File: config.mk
export PLATFORM = sky130hd
export DESIGN_NAME = distance_vector_route_table_core
export DESIGN_NICKNAME = d
export VERILOG_FILES = /design/src/rtl/core/dvrt_pkg.sv /design/src/rtl/core/distance_vector_route_table.sv
export SDC_FILE = /design/constraint.sdc
export NUM_CORES = 1
export LEC_CHECK = 0
export BUFFER_PORTS_ARGS = -buffer_cell sky130_fd_sc_hd__buf_4
export CORE_AREA = 3 3 377 379
export DETAILED_ROUTE_END_ITERATION = 10
export DIE_AREA = 0 0 380 382
export MAX_ROUTING_LAYER = met4
export SLEW_MARGIN = 20
export SYNTH_ARGS = -nofsm -noshare
export SYNTH_HDL_FRONTEND = slang
export SYNTH_SLANG_ARGS = --single-unit
File: constraint.sdc
create_clock -name clk_i -period 6.7 [get_ports clk_i]
set_input_delay 0.335 -clock clk_i [delete_from_list [all_inputs] [get_ports clk_i]]
set_output_delay 0.335 -clock clk_i [all_outputs]
set_load 0.01 [all_outputs]
File: src/rtl/core/dvrt_pkg.sv
package dvrt_pkg;

  // Default number of table entries
  localparam int unsigned TableDepth = 32;

  // Field widths
  localparam int unsigned IdW    = 8;
  localparam int unsigned CostW  = 16;
  localparam int unsigned KindW  = 3;
  localparam int unsigned CountW = 6;

  // Saturation value of a path cost
  localparam logic [CostW-1:0] CostMax = '1;

  // Operation selector codes
  typedef enum logic [KindW-1:0] {
    KIND_LINK   = 3'd0,
    KIND_ADV    = 3'd1,
    KIND_EMIT   = 3'd2,
    KIND_LOOK   = 3'd3,
    KIND_STATUS = 3'd4
  } kind_e;

  // Sequencer states
  typedef enum logic [2:0] {
    ST_IDLE,
    ST_SCAN_ADV,
    ST_SCAN_REL,
    ST_SCAN_EMIT,
    ST_SCAN_LOOK,
    ST_APPEND,
    ST_REPLY
  } state_e;

  // One table entry as stored in the memory
  typedef struct packed {
    logic [IdW-1:0]   dest;
    logic [CostW-1:0] cost;
    logic [IdW-1:0]   hop;
  } entry_t;

endpackage

File: src/rtl/core/distance_vector_route_table.sv
// Distance-vector route table for one router.
// Input channel (in_valid_i/in_ready_o) carries one operation per item:
// kind_i selects add link, merge advertised entry, make split-horizon
// advertisement, lookup, or read-and-clear status. Output channel
// (out_valid_o/out_ready_i) returns result items; last_o marks the final
// result of an item. Kinds 5 to 7 are accepted and return nothing.
// Entries live in one single-port-write memory with a registered read;
// lookup, merge and advertisement walk the used entries one per cycle.
// Status replies directly; add link appends, then replies; lookup and
// advertisement walk the table, then reply; a merge makes two passes
// (cost to the advertiser, then relaxation with write-back) and, when no
// entry matched its destination, appends one if the table has room.
// An advertisement streams one result per qualifying entry, one held back
// so the last can be flagged. After the final result is loaded the
// sequencer returns to idle, where it takes the next item.
// A new item may enter while the previous final result still waits in the
// output register. When the receiver stalls, the walk holds on the pending
// entry until the output register frees up. Reset empties the table (count 0)
// and clears the change mark; the memory itself is not cleared.
module distance_vector_route_table_core #(
  parameter int unsigned TABLE_DEPTH = dvrt_pkg::TableDepth
) (
  input  logic                         clk_i,
  input  logic                         rst_ni,
  input  logic                         in_valid_i,
  output logic                         in_ready_o,
  input  logic [dvrt_pkg::KindW-1:0]   kind_i,
  input  logic [dvrt_pkg::IdW-1:0]     peer_i,
  input  logic [dvrt_pkg::IdW-1:0]     target_i,
  input  logic [dvrt_pkg::CostW-1:0]   metric_i,
  output logic                         out_valid_o,
  input  logic                         out_ready_i,
  output logic [dvrt_pkg::IdW-1:0]     out_dest_o,
  output logic [dvrt_pkg::CostW-1:0]   out_cost_o,
  output logic [dvrt_pkg::IdW-1:0]     out_hop_o,
  output logic                         valid_res_o,
  output logic                         last_o,
  output logic                         changed_o,
  output logic [dvrt_pkg::CountW-1:0]  entry_count_o,
  output logic                         overflow_o
);

  localparam int unsigned IdxW = $clog2(TABLE_DEPTH);
  localparam int unsigned CntW = $clog2(TABLE_DEPTH + 1);
  localparam logic [CntW-1:0] FullCount = CntW'(TABLE_DEPTH);

  // Entry memory
  dvrt_pkg::entry_t mem [TABLE_DEPTH];
  dvrt_pkg::entry_t rd_data_q;
  logic             rd_en;
  logic [IdxW-1:0]  rd_addr;
  logic             mem_we;
  logic [IdxW-1:0]  mem_wa;
  dvrt_pkg::entry_t mem_wd;

  // Control state
  dvrt_pkg::state_e state_q, state_d;
  dvrt_pkg::kind_e  kind_q;
  logic [CntW-1:0]  used_q;
  logic             mark_q;
  logic [CntW-1:0]  rd_ptr_q;
  logic             dv_q, dv_d;
  logic             found_q;
  logic             ok_q;
  logic             buf_valid_q;
  logic             out_valid_q;

  // Item payload and working values
  logic [dvrt_pkg::IdW-1:0]   peer_q, target_q;
  logic [dvrt_pkg::CostW-1:0] metric_q;
  logic [IdxW-1:0]            proc_idx_q;
  logic [dvrt_pkg::CostW-1:0] adv_q, sum_q, sum_d;
  logic [dvrt_pkg::CostW:0]   sum_wide;
  logic [dvrt_pkg::IdW-1:0]   bdest_q, lk_hop_q;
  logic [dvrt_pkg::CostW-1:0] bcost_q, lk_cost_q;

  // Output register
  logic [dvrt_pkg::IdW-1:0]    out_dest_q, out_hop_q;
  logic [dvrt_pkg::CostW-1:0]  out_cost_q;
  logic                        out_vres_q, out_last_q, out_chg_q, out_ovf_q;
  logic [dvrt_pkg::CountW-1:0] out_cnt_q;

  // Result to load into the output register
  logic                        push;
  logic [dvrt_pkg::IdW-1:0]    res_dest, res_hop;
  logic [dvrt_pkg::CostW-1:0]  res_cost;
  logic                        res_vres, res_last, res_chg, res_ovf;

  // Walk control
  logic accept, can_push, scanning, more, scan_done;
  logic issue, consume, need_push, qualify;
  logic hit_dest, hit_peer, cheaper, full;

  assign accept    = in_valid_i && in_ready_o;
  assign can_push  = !out_valid_q || out_ready_i;
  assign scanning  = (state_q == dvrt_pkg::ST_SCAN_ADV) || (state_q == dvrt_pkg::ST_SCAN_REL) ||
                     (state_q == dvrt_pkg::ST_SCAN_EMIT) || (state_q == dvrt_pkg::ST_SCAN_LOOK);
  assign more      = rd_ptr_q < used_q;
  assign scan_done = !more && !dv_q;
  assign full      = used_q >= FullCount;

  assign hit_dest  = rd_data_q.dest == target_q;
  assign hit_peer  = rd_data_q.dest == peer_q;
  assign qualify   = (rd_data_q.dest != peer_q) && (rd_data_q.hop != peer_q);
  assign cheaper   = sum_q < rd_data_q.cost;
  assign need_push = (state_q == dvrt_pkg::ST_SCAN_EMIT) && qualify && buf_valid_q;
  assign consume   = dv_q && (!need_push || can_push);
  assign issue     = scanning && more && (!dv_q || consume);
  assign dv_d      = issue ? 1'b1 : (consume ? 1'b0 : dv_q);
  assign rd_en     = issue;
  assign rd_addr   = rd_ptr_q[IdxW-1:0];

  // Saturate the cost through the advertiser
  assign sum_wide = {1'b0, metric_q} + {1'b0, adv_q};
  assign sum_d    = sum_wide[dvrt_pkg::CostW] ? dvrt_pkg::CostMax
                                              : sum_wide[dvrt_pkg::CostW-1:0];

  assign in_ready_o = state_q == dvrt_pkg::ST_IDLE;

  // Next state
  always_comb begin
    state_d = state_q;
    case (state_q)
      dvrt_pkg::ST_IDLE: begin
        if (in_valid_i) begin
          case (kind_i)
            dvrt_pkg::KIND_LINK:   state_d = dvrt_pkg::ST_APPEND;
            dvrt_pkg::KIND_ADV:    state_d = dvrt_pkg::ST_SCAN_ADV;
            dvrt_pkg::KIND_EMIT:   state_d = dvrt_pkg::ST_SCAN_EMIT;
            dvrt_pkg::KIND_LOOK:   state_d = dvrt_pkg::ST_SCAN_LOOK;
            dvrt_pkg::KIND_STATUS: state_d = dvrt_pkg::ST_REPLY;
            default:               state_d = dvrt_pkg::ST_IDLE;
          endcase
        end
      end
      dvrt_pkg::ST_SCAN_ADV: begin
        if (scan_done) state_d = dvrt_pkg::ST_SCAN_REL;
      end
      dvrt_pkg::ST_SCAN_REL: begin
        if (scan_done) state_d = found_q ? dvrt_pkg::ST_REPLY : dvrt_pkg::ST_APPEND;
      end
      dvrt_pkg::ST_SCAN_EMIT,
      dvrt_pkg::ST_SCAN_LOOK: begin
        if (scan_done) state_d = dvrt_pkg::ST_REPLY;
      end
      dvrt_pkg::ST_APPEND: state_d = dvrt_pkg::ST_REPLY;
      dvrt_pkg::ST_REPLY: begin
        if (can_push) state_d = dvrt_pkg::ST_IDLE;
      end
      default: state_d = dvrt_pkg::ST_IDLE;
    endcase
  end

  // Memory writes and result pushes
  always_comb begin
    mem_we   = 1'b0;
    mem_wa   = proc_idx_q;
    mem_wd   = '{dest: rd_data_q.dest, cost: sum_q, hop: peer_q};
    push     = 1'b0;
    res_dest = '0;
    res_cost = '0;
    res_hop  = '0;
    res_vres = 1'b0;
    res_last = 1'b1;
    res_chg  = 1'b0;
    res_ovf  = 1'b0;
    case (state_q)
      dvrt_pkg::ST_SCAN_REL: begin
        // lower a matching entry through the advertiser
        mem_we = consume && hit_dest && cheaper;
      end
      dvrt_pkg::ST_SCAN_EMIT: begin
        // release the held entry when a newer one qualifies
        push     = consume && need_push;
        res_dest = bdest_q;
        res_cost = bcost_q;
        res_vres = 1'b1;
        res_last = 1'b0;
      end
      dvrt_pkg::ST_APPEND: begin
        mem_we = !full;
        mem_wa = used_q[IdxW-1:0];
        if (kind_q == dvrt_pkg::KIND_LINK) begin
          mem_wd = '{dest: peer_q, cost: metric_q, hop: peer_q};
        end else begin
          mem_wd = '{dest: target_q, cost: sum_q, hop: peer_q};
        end
      end
      dvrt_pkg::ST_REPLY: begin
        push = can_push;
        case (kind_q)
          dvrt_pkg::KIND_LINK,
          dvrt_pkg::KIND_ADV: begin
            res_vres = ok_q;
            res_ovf  = !ok_q;
          end
          dvrt_pkg::KIND_EMIT: begin
            res_vres = buf_valid_q;
            if (buf_valid_q) begin
              res_dest = bdest_q;
              res_cost = bcost_q;
            end
          end
          dvrt_pkg::KIND_LOOK: begin
            res_vres = found_q;
            if (found_q) begin
              res_dest = target_q;
              res_cost = lk_cost_q;
              res_hop  = lk_hop_q;
            end
          end
          dvrt_pkg::KIND_STATUS: res_chg = mark_q;
          default: res_vres = 1'b0;
        endcase
      end
      default: push = 1'b0;
    endcase
  end

  // Entry memory: one write port, registered read
  always_ff @(posedge clk_i) begin
    if (mem_we) mem[mem_wa] <= mem_wd;
    if (rd_en) rd_data_q <= mem[rd_addr];
  end

  // Control registers
  always_ff @(posedge clk_i or negedge rst_ni) begin
    if (!rst_ni) begin
      state_q     <= dvrt_pkg::ST_IDLE;
      used_q      <= '0;
      mark_q      <= 1'b0;
      rd_ptr_q    <= '0;
      dv_q        <= 1'b0;
      found_q     <= 1'b0;
      ok_q        <= 1'b0;
      buf_valid_q <= 1'b0;
      out_valid_q <= 1'b0;
    end else begin
      state_q <= state_d;
      dv_q    <= dv_d;
      if (accept) begin
        rd_ptr_q    <= '0;
        found_q     <= 1'b0;
        ok_q        <= 1'b1;
        buf_valid_q <= 1'b0;
      end
      // advance the walk
      if (issue) rd_ptr_q <= rd_ptr_q + 1'b1;
      // restart the walk for the relaxation pass
      if (state_q == dvrt_pkg::ST_SCAN_ADV && scan_done) rd_ptr_q <= '0;
      if (state_q == dvrt_pkg::ST_SCAN_REL && consume && hit_dest) begin
        found_q <= 1'b1;
        if (cheaper) mark_q <= 1'b1;
      end
      if (state_q == dvrt_pkg::ST_SCAN_LOOK && consume && hit_dest) found_q <= 1'b1;
      if (state_q == dvrt_pkg::ST_SCAN_EMIT && consume && qualify) buf_valid_q <= 1'b1;
      // append, or drop on a full table
      if (state_q == dvrt_pkg::ST_APPEND) begin
        if (full) begin
          ok_q <= 1'b0;
        end else begin
          used_q <= used_q + 1'b1;
          if (kind_q == dvrt_pkg::KIND_ADV) mark_q <= 1'b1;
        end
      end
      if (state_q == dvrt_pkg::ST_REPLY && can_push && kind_q == dvrt_pkg::KIND_STATUS) begin
        mark_q <= 1'b0;
      end
      // hold the result until taken
      if (push) begin
        out_valid_q <= 1'b1;
      end else if (out_ready_i) begin
        out_valid_q <= 1'b0;
      end
    end
  end

  // Payload and working registers
  always_ff @(posedge clk_i) begin
    if (accept) begin
      kind_q   <= dvrt_pkg::kind_e'(kind_i);
      peer_q   <= peer_i;
      target_q <= target_i;
      metric_q <= metric_i;
      adv_q    <= '0;
    end
    if (issue) proc_idx_q <= rd_ptr_q[IdxW-1:0];
    // keep the cost of the last entry toward the advertiser
    if (state_q == dvrt_pkg::ST_SCAN_ADV && consume && hit_peer) adv_q <= rd_data_q.cost;
    if (state_q == dvrt_pkg::ST_SCAN_ADV && scan_done) sum_q <= sum_d;
    if (state_q == dvrt_pkg::ST_SCAN_EMIT && consume && qualify) begin
      bdest_q <= rd_data_q.dest;
      bcost_q <= rd_data_q.cost;
    end
    if (state_q == dvrt_pkg::ST_SCAN_LOOK && consume && hit_dest) begin
      lk_cost_q <= rd_data_q.cost;
      lk_hop_q  <= rd_data_q.hop;
    end
    if (push) begin
      out_dest_q <= res_dest;
      out_cost_q <= res_cost;
      out_hop_q  <= res_hop;
      out_vres_q <= res_vres;
      out_last_q <= res_last;
      out_chg_q  <= res_chg;
      out_ovf_q  <= res_ovf;
      out_cnt_q  <= dvrt_pkg::CountW'(used_q);
    end
  end

  assign out_valid_o   = out_valid_q;
  assign out_dest_o    = out_dest_q;
  assign out_cost_o    = out_cost_q;
  assign out_hop_o     = out_hop_q;
  assign valid_res_o   = out_vres_q;
  assign last_o        = out_last_q;
  assign changed_o     = out_chg_q;
  assign entry_count_o = out_cnt_q;
  assign overflow_o    = out_ovf_q;

endmodule

==> out/qor.log, run 1 <==
INFO  outcome        status=completed
INFO  clock_network  ctsResizeCount=0
INFO  grt            grt_pass1_wl=166000um
INFO  synth          synth_cell_types=58
INFO  synth          synth_area_leader_cell=sky130_fd_sc_hd__edfxtp_1
INFO  clock_network  cts.clk_slew.worst_paths=0.07ns
INFO  clock_network  worst_skew_pair.late_latency=0.72ns
INFO  placement      place_worst_setup_slack=2.59ns
INFO  sta            timing.final.max_slew_violations=0
INFO  power          power.clock.fraction=29.8%
INFO  layout         final_cell_mix=sky130_fd_sc_hd__edfxtp_1, sky130_fd_sc_hd__mux4_2, sky130_fd_sc_hd__buf_4
INFO  critical_path  crit-reg2reg-launch=rd_data_q[13]
INFO  layout         final_cell_count_no_fill=4371
INFO  sta            finalWorstPathRequiredPeriod=4.03ns
INFO  route          route.antenna.remaining_nets=0
INFO  layout         fraction_of_layout_instances_using_a_drive_strength_above_1=29.6%
INFO  synth          synthesis.nets=2266
INFO  critical_path  worst_ep_required=7.08ns
INFO  critical_path  worst_path_most_repeated_cell=sky130_fd_sc_hd__buf_4
INFO  route          drt_drc_violations_left=0
INFO  critical_path  timing.reg2reg.setup_slack=2.67ns
INFO  grt            grt_pass1_vias=23400
INFO  critical_path  cell_type_group_with_the_largest_total_delay_on_the_critical_path=compound AO/OA/AOI/OAI gates
INFO  synth          ys_seq_elements=1239
INFO  route          drt_iter0_markers=2360
INFO  sta            post-route-worst-setup-slack=2.67ns
INFO  power          switching_share=28.7%
INFO  sta            skew=0.0416ns
INFO  placement      place.port_buffers=82
INFO  sta            hold_viol=0
INFO  sta            finalSetupTns=0ns
INFO  synth          synth.yosys.seq_area_share=76.4%
INFO  clock_network  h-tree-depth=3
INFO  critical_path  worstPathCellList=inv_1 > ha_1 > a21o_1 > a2111oi_0 > o21ai_1 > a2111oi_4 > a32oi_1 > buf_4 > nor2_4 > buf_4
INFO  clock_network  cts_setup_buffers=0
INFO  critical_path  crit_fanout=21
INFO  route          drt_pre_antenna_iters=9
INFO  floorplan      die_area=0.145sqmm
INFO  clock_network  tritoncts=built
INFO  critical_path  crit_path_start=rd_data_q[13]
INFO  critical_path  worstPathArrival=4.41ns
INFO  power          peakVddDrop=0.409mV
INFO  clock_network  cts.path.max_buffers=3
INFO  placement      final_wtd_congestion=0.872
INFO  sta            rsz0062_at_grt=false
INFO  synth          netlist_top_cells_area=sky130_fd_sc_hd__edfxtp_1, sky130_fd_sc_hd__mux4_2, sky130_fd_sc_hd__mux2_2
INFO  power          power.static_leakage=17.5nW
INFO  min_path       path_type_of_the_worst_min_delay_path=in2async
INFO  synth          postSynthAreaPerCell=22.2squm
INFO  grt            grt_util_all_layers=15.9%
INFO  floorplan      dieHeight=382um
INFO  critical_path  criticalPathCategory=reg2reg
INFO  layout         most_common_library_cell_in_the_layout_ignoring_fill_and_taps=sky130_fd_sc_hd__edfxtp_1
INFO  clock_network  post_cts_hold_buffer_count=38
INFO  clock_network  ctsRootBufferMaster=sky130_fd_sc_hd__clkbuf_16
INFO  synth          async_reset_ff_share=1.69%
INFO  clock_network  cts_inserted_buffers=120
INFO  power          p_sw=6.34mW
INFO  layout         finalNetCount=2475
INFO  run            maxCapViolations=0
INFO  floorplan      rows=137
INFO  sta            final-setup-viol-count=0
INFO  grt            largest_net_degree_at_the_start_of_global_routing=121
INFO  floorplan      io-pin-count=83
INFO  critical_path  worst_r2r_endpoint=mem[20][5]
INFO  sta            maxClockFrequency=0.248GHz
INFO  route          vias_per_cell=5.26
INFO  synth          synth_warnings=0
INFO  floorplan      core_area=0.139sqmm
INFO  grt            antenna_violations_before_repair=5
INFO  power          comb_power_share=25.0%
INFO  floorplan      start_util=34.9%
INFO  sta            timing.final.crit_share=60.2%
INFO  critical_path  critical_path.endpoint_type=flop
INFO  power          cell_internal_pwr=15.8mW
INFO  synth          dominantRegCellSynth=sky130_fd_sc_hd__edfxtp_1
INFO  route          vias=23000
INFO  critical_path  reg2regPathDepth=10
INFO  grt            grt.overflow.total=0
INFO  synth          synth_enable_flop_cells=1218
INFO  critical_path  timing.critical_path.from_type=flop
INFO  route          drt-wirelength-per-cell=25.9um
INFO  synth          yosysTopAreaCellShare=75.3%
INFO  placement      hpwlAfterDp=66400um
INFO  route          routed_wirelength=113000um
INFO  critical_path  worstPathBufferInverterCount=3
INFO  sta            maxSlewHeadroom=25.0%
INFO  sta            hold_slack=0.0570ns
INFO  power          seq_power_share=45.2%
INFO  floorplan      floorplan.die.width=380um
INFO  layout         area_growth_syn_to_layout=15.6%
INFO  placement      post-place-cells=4111
INFO  synth          synthCells=2187
INFO  clock_network  cts_sinks=1239
INFO  layout         finalCoreUtilization=40.3%
INFO  critical_path  max_stage_delay=0.83ns
INFO  sta            worst_slew_pin_slew=1.13ns
INFO  power          power_density=394mW/mm^2
INFO  critical_path  crit_path_slowest_cell=sky130_fd_sc_hd__nor2_4
INFO  synth          syn-cell-area=0.0485sqmm
==> worst max path at each step <==
stage          slack, ns     endpoint  depth (start not counted)
2_1_floorplan       1.94   mem[11][0]                          9
3_3_place_gp        2.47   mem[26][9]                         10
3_5_place_dp        2.59  mem[26][18]                         10
4_1_cts             2.58   mem[26][9]                         10
5_1_grt             2.44  mem[20][30]                         10
6_report            2.67   mem[20][5]                         10
==> per-stage QoR <==
step,total power [mW],instance area [sq um]
4_1_cts,22.3,56100
3_5_place_dp,15.7,51900
2_1_floorplan,13.7,48500
3_3_place_gp,15.6,51800
5_1_grt,23.0,56100
6_report,22.1,56100
==> registers in the layout (all words and copies together), names as in the netlist, 3 cells and up <==
signal and count:
mem 1024, rd_data_q 32, adv_q 16, bcost_q 16, lk_cost_q 16, metric_q 16
out_cost_o 16, sum_q 16, bdest_q 8, lk_hop_q 8, out_dest_o 8, out_hop_o 8
peer_q 8, target_q 8, entry_count_o 6, rd_ptr_q 6, used_q 6, proc_idx_q 5
kind_q 3, state_q 3
==> power groups by stage <==
stage | Clock (mW) | Sequential [mW] | Combinational [mW]
after floorplan | 0 | 9.97 | 3.77
after global placement | 0 | 10.1 | 5.49
after detailed placement | 0 | 10.1 | 5.56
after CTS | 6.74 | 9.99 | 5.60
after global routing | 7.05 | 10.0 | 5.94
final | 6.59 | 9.98 | 5.52
==> cells in the mapped netlist (all sizes together), types with 2 or more instances <==
master / instances
a2111oi: 5
a211o: 3
a211oi: 5
a21boi: 4
a21o: 9
a21oi: 26
a22o: 23
a311oi: 3
a31oi: 7
a32oi: 2
and2: 25
and3: 10
and4: 5
buf: 53
clkbuf: 50
dfrtp: 21
edfxtp: 1218
ha: 39
inv: 31
mux2: 49
mux2i: 11
mux4: 320
nand2: 56
nand2b: 7
nand3: 11
nand3b: 4
nand4: 8
nor2: 40
nor2b: 9
nor3: 26
nor3b: 5
nor4: 4
nor4b: 2
o211a: 2
o21a: 3
o21ai: 30
o31ai: 8
o41ai: 2
or2: 2
xnor2: 14
xor2: 26
==> routing by layer <==
| metal | global-route usage, % | vias up | share of wire (%) |
|---|---|---|---|
| met3 | 2.72 | 157 | 7.7 |
| met5 | - | - | 0 |
| li1 | - | 9624 | - |
| met4 | 4.47 | 0 | 2.5 |
| met2 | 24.4 | 897 | 47 |
| met1 | 22.1 | 12300 | 42 |
==> cell families after synthesis <==
| family | share of synthesized area (%) |
|---|---|
| buffers and inverters | 1.29 |
| flip-flops | 76.4 |
| multiplexers | 16.2 |
| XOR/XNOR | 0.722 |
| adder cells (fa/ha/maj) | 1.05 |
| AO/OA/AOI/OAI | 2.03 |
| AND/OR/NAND/NOR | 2.27 |
==> worst reg2reg max path, stage by stage, from the launching register on <==
cell and delay [ns]:
sky130_fd_sc_hd__edfxtp_1 0.39, sky130_fd_sc_hd__inv_1 0.06, sky130_fd_sc_hd__ha_1 0.32, sky130_fd_sc_hd__a21o_1 0.16, sky130_fd_sc_hd__a2111oi_0 0.39, sky130_fd_sc_hd__o21ai_1 0.25, sky130_fd_sc_hd__a2111oi_4 0.54, sky130_fd_sc_hd__a32oi_1 0.13
sky130_fd_sc_hd__buf_4 0.25, sky130_fd_sc_hd__nor2_4 0.84, sky130_fd_sc_hd__buf_4 0.40
==> area by class of cell <==
cell class              count  area, sq um
diodes                      1         2.50
well taps                1876         2350
clock buffers             157         3250
repair buffers            190         1630
fillers                 12200        83100
clock inverters            63          587
inverters                  31          116
multi-input cells         814        11100
flip-flops and latches   1239        37100
No activity file was read; power rests on OpenSTA's default activity.
==> inputs of run 2 (changes only) <==
Clock period 6.7 ns to 3.35 ns, I/O delays scaled along.
==> run 2 against run 1 <==
Sequential share of layout area shrank 1.8 points; highest routed layer unchanged; clock power up 99%; first-iteration DRC count increased by 14%; sequential power grew 98%; combinational power grew 130%; non-clock buffer count grew 94; via count up 0.77%.
==> out/qor.log, run 2 (synthesized netlist as in run 1, its figures left out) <==
INFO  placement      final_wtd_congestion=0.845 [-3.1%]
INFO  sta            timing.final.max_slew_violations=0 [unchanged]
INFO  power          total_power=45.8mW [+110%]
INFO  critical_path  critical_path.endpoint_type=flop
INFO  floorplan      rows=137 [unchanged]
INFO  route          drt_pre_antenna_iters=5 [-4]
INFO  critical_path  criticalPathCategory=reg2reg
INFO  critical_path  timing.critical_path.from_type=flop
INFO  critical_path  reg2regPathDepth=12 [+2]
INFO  route          vias_per_cell=5.19 [-1.3%]
INFO  run            maxCapViolations=0 [unchanged]
INFO  sta            maxSlewHeadroom=34.5% [+9.5 points]
INFO  grt            antenna_violations_before_repair=10 [+5]
INFO  sta            hold_viol=0 [unchanged]
INFO  critical_path  max_stage_delay=0.37ns [-0.46 ns]
INFO  grt            grt_pass1_wl=166000um [+0.52%]
INFO  sta            worst_slew_pin_slew=0.979ns [-0.146 ns]
INFO  clock_network  worst_skew_pair.late_latency=0.72ns [about the same]
INFO  floorplan      dieHeight=382um [unchanged]
INFO  power          power.static_leakage=18.3nW [+4.8%]
INFO  placement      place.port_buffers=82 [unchanged]
INFO  route          route.antenna.remaining_nets=0 [unchanged]
INFO  clock_network  cts_inserted_buffers=116 [-3.3%]
INFO  floorplan      floorplan.die.width=380um [unchanged]
INFO  layout         final_cell_area=0.0577sqmm [+2.8%]
INFO  sta            finalWorstPathRequiredPeriod=3.20ns [-0.832 ns]
INFO  critical_path  worstPathCellList=inv_1 > ha_1 > a21o_1 > a2111oi_2 > buf_4 > o21ai_1 > a2111oi_4 > buf_4 > a32oi_1 > buf_12 > nor2_4 > buf_12
INFO  placement      hpwlAfterDp=75100um [+13%]
INFO  clock_network  h-tree-depth=3 [unchanged]
INFO  route          drt_drc_violations_left=0 [unchanged]
INFO  clock_network  cts.path.max_buffers=3 [unchanged]
INFO  critical_path  worst_ep_required=3.75ns [-3.33 ns]
INFO  floorplan      die_area=0.145sqmm [unchanged]
INFO  floorplan      core_area=0.139sqmm [unchanged]
INFO  route          vias=23200 [+0.77%]
INFO  grt            largest_net_degree_at_the_start_of_global_routing=71 [-41%]
INFO  layout         n_fill_cell=12000 [-1.8%]
INFO  layout         final_cell_mix=sky130_fd_sc_hd__edfxtp_1, sky130_fd_sc_hd__mux4_2, sky130_fd_sc_hd__buf_4
INFO  clock_network  cts.clk_slew.worst_paths=0.07ns [about the same]
INFO  critical_path  timing.reg2reg.setup_slack=0.15ns [-2.52 ns]
INFO  critical_path  worstPathArrival=3.60ns [-0.81 ns]
INFO  layout         largestRegisters=mem: 1024 flops, rd_data_q: 32 flops
INFO  min_path       path_type_of_the_worst_min_delay_path=in2async
INFO  layout         finalNetCount=2565 [+3.6%]
INFO  power          power_density=794mW/mm^2 [+100%]
INFO  power          peakVddDrop=0.664mV [+62%]
INFO  floorplan      io-pin-count=83 [unchanged]
INFO  floorplan      start_util=34.9% [unchanged]
INFO  layout         multi_input_area=0.0112sqmm [+1.2%]
INFO  grt            grt_util_all_layers=15.9% [+0.037 points]
INFO  layout         area_growth_syn_to_layout=18.9%
INFO  sta            final-setup-viol-count=0 [unchanged]
INFO  sta            skew=0.0389ns [-0.00269 ns]
INFO  clock_network  ctsRootBufferMaster=sky130_fd_sc_hd__clkbuf_16
INFO  clock_network  cts_sinks=1239 [unchanged]
INFO  critical_path  worst_r2r_endpoint=mem[8][11]
INFO  grt            grt_pass1_vias=23500 [+0.45%]
INFO  grt            grt.overflow.total=0 [unchanged]
INFO  layout         fraction_of_layout_instances_using_a_drive_strength_above_1=32.5% [+3.0 points]
INFO  route          drt-wirelength-per-cell=25.2um [-2.4%]
INFO  outcome        status=completed
INFO  critical_path  crit_fanout=18 [-14%]
INFO  layout         largest_reg_flops=1024 [unchanged]
INFO  sta            maxClockFrequency=0.313GHz [+26%]
INFO  layout         most_common_library_cell_in_the_layout_ignoring_fill_and_taps=sky130_fd_sc_hd__edfxtp_1
INFO  critical_path  crit-reg2reg-launch=rd_data_q[13]
INFO  sta            timing.final.crit_share=95.5% [+35 points]
INFO  layout         seq_area=0.0371sqmm [unchanged]
INFO  clock_network  tritoncts=built
INFO  critical_path  crit_path_slowest_cell=sky130_fd_sc_hd__edfxtp_1
INFO  placement      placed_area=0.0534sqmm [+3.0%]
INFO  route          drt_iter0_markers=2695 [+14%]
INFO  route          routed_wirelength=113000um [-0.33%]
INFO  layout         top_register=mem
-- run 2: cell types whose count changed in the layout (fill, tap and decap cells not counted), sizes merged --
cell | before | now
clkbuf | 157 | 143
inv | 35 | 33
diode | 1 | 4
clkinv | 44 | 50
buf | 152 | 245
bufinv | 11 | 14
clkinvlp | 4 | 8
-- run 2: timing repair --
item,CTS,global route
buffers inserted,0,1
hold buffers,39,0
gates resized for setup,0,4
endpoints found under the hold margin,64,0
setup endpoints to repair,0,1023
-- run 2: critical path, delay by kind of cell, from the launching register on --
kind | cells | cell delay [ns]
AOI/OAI and AO/OA | 5 | 1.12
buffers and inverters | 5 | 0.84
DFF | 1 | 0.37
and+or+nand+nor | 1 | 0.20
adders and majority gates | 1 | 0.33
-- run 2: per-stage QoR --
stage               hold WS, ns  util, %  setup slack, ns  cells  setup TNS [ns]
floorplan                -0.128        -           -0.459   2187         -299.87
global placement         0.0753     38.4          0.00633   4202               0
detailed placement       0.0795     38.4           0.0290   4202               0
CTS                       0.131     41.4           0.0166   4457               0
global route              0.106     41.5         -0.00141   4462        -0.00886
finish                   0.0950     41.5            0.151   4464               0
-- run 2: cell type report --
cell class,instances,area share [%]
Tap cell,1876,4.07
Timing Repair Buffer,284,5.35
Multi-Input combinational cell,814,19.4
Sequential cell,1239,64.3
Clock buffer,142,5.31
Clock inverter,74,1.30
Antenna cell,4,0.0173
Inverter,31,0.202
-- run 2: where the power goes --
part           total (mW)  leakage, nW  internal (mW)  switching (mW)
Sequential           19.8         11.2           19.1           0.702
Combinational        12.9         5.24           5.44            7.45
Clock                13.1         1.85           7.56            5.57
-- run 2: worst max path at each step --
| stage | start | endpoint |
|---|---|---|
| floorplan | rd_data_q[13] | mem[16][0] |
| global placement | rd_data_q[13] | mem[9][11] |
| detailed placement | rd_data_q[13] | mem[9][11] |
| CTS | rd_data_q[13] | mem[9][11] |
| global route | rd_data_q[13] | mem[27][3] |
| finish | rd_data_q[13] | mem[8][11] |
-- run 2: layer usage --
| metal | GRT usage, % | part of all wire (%) | vias to the layer above | routed length [um] |
|---|---|---|---|---|
| met5 | - | 0 | - | 0 |
| met4 | 3.65 | 2.2 | 0 | 2470 |
| met3 | 3.86 | 8.7 | 160 | 9830 |
| met2 | 22.7 | 45 | 958 | 50400 |
| met1 | 23.2 | 44 | 12200 | 50000 |
| li1 | - | - | 9825 | - |
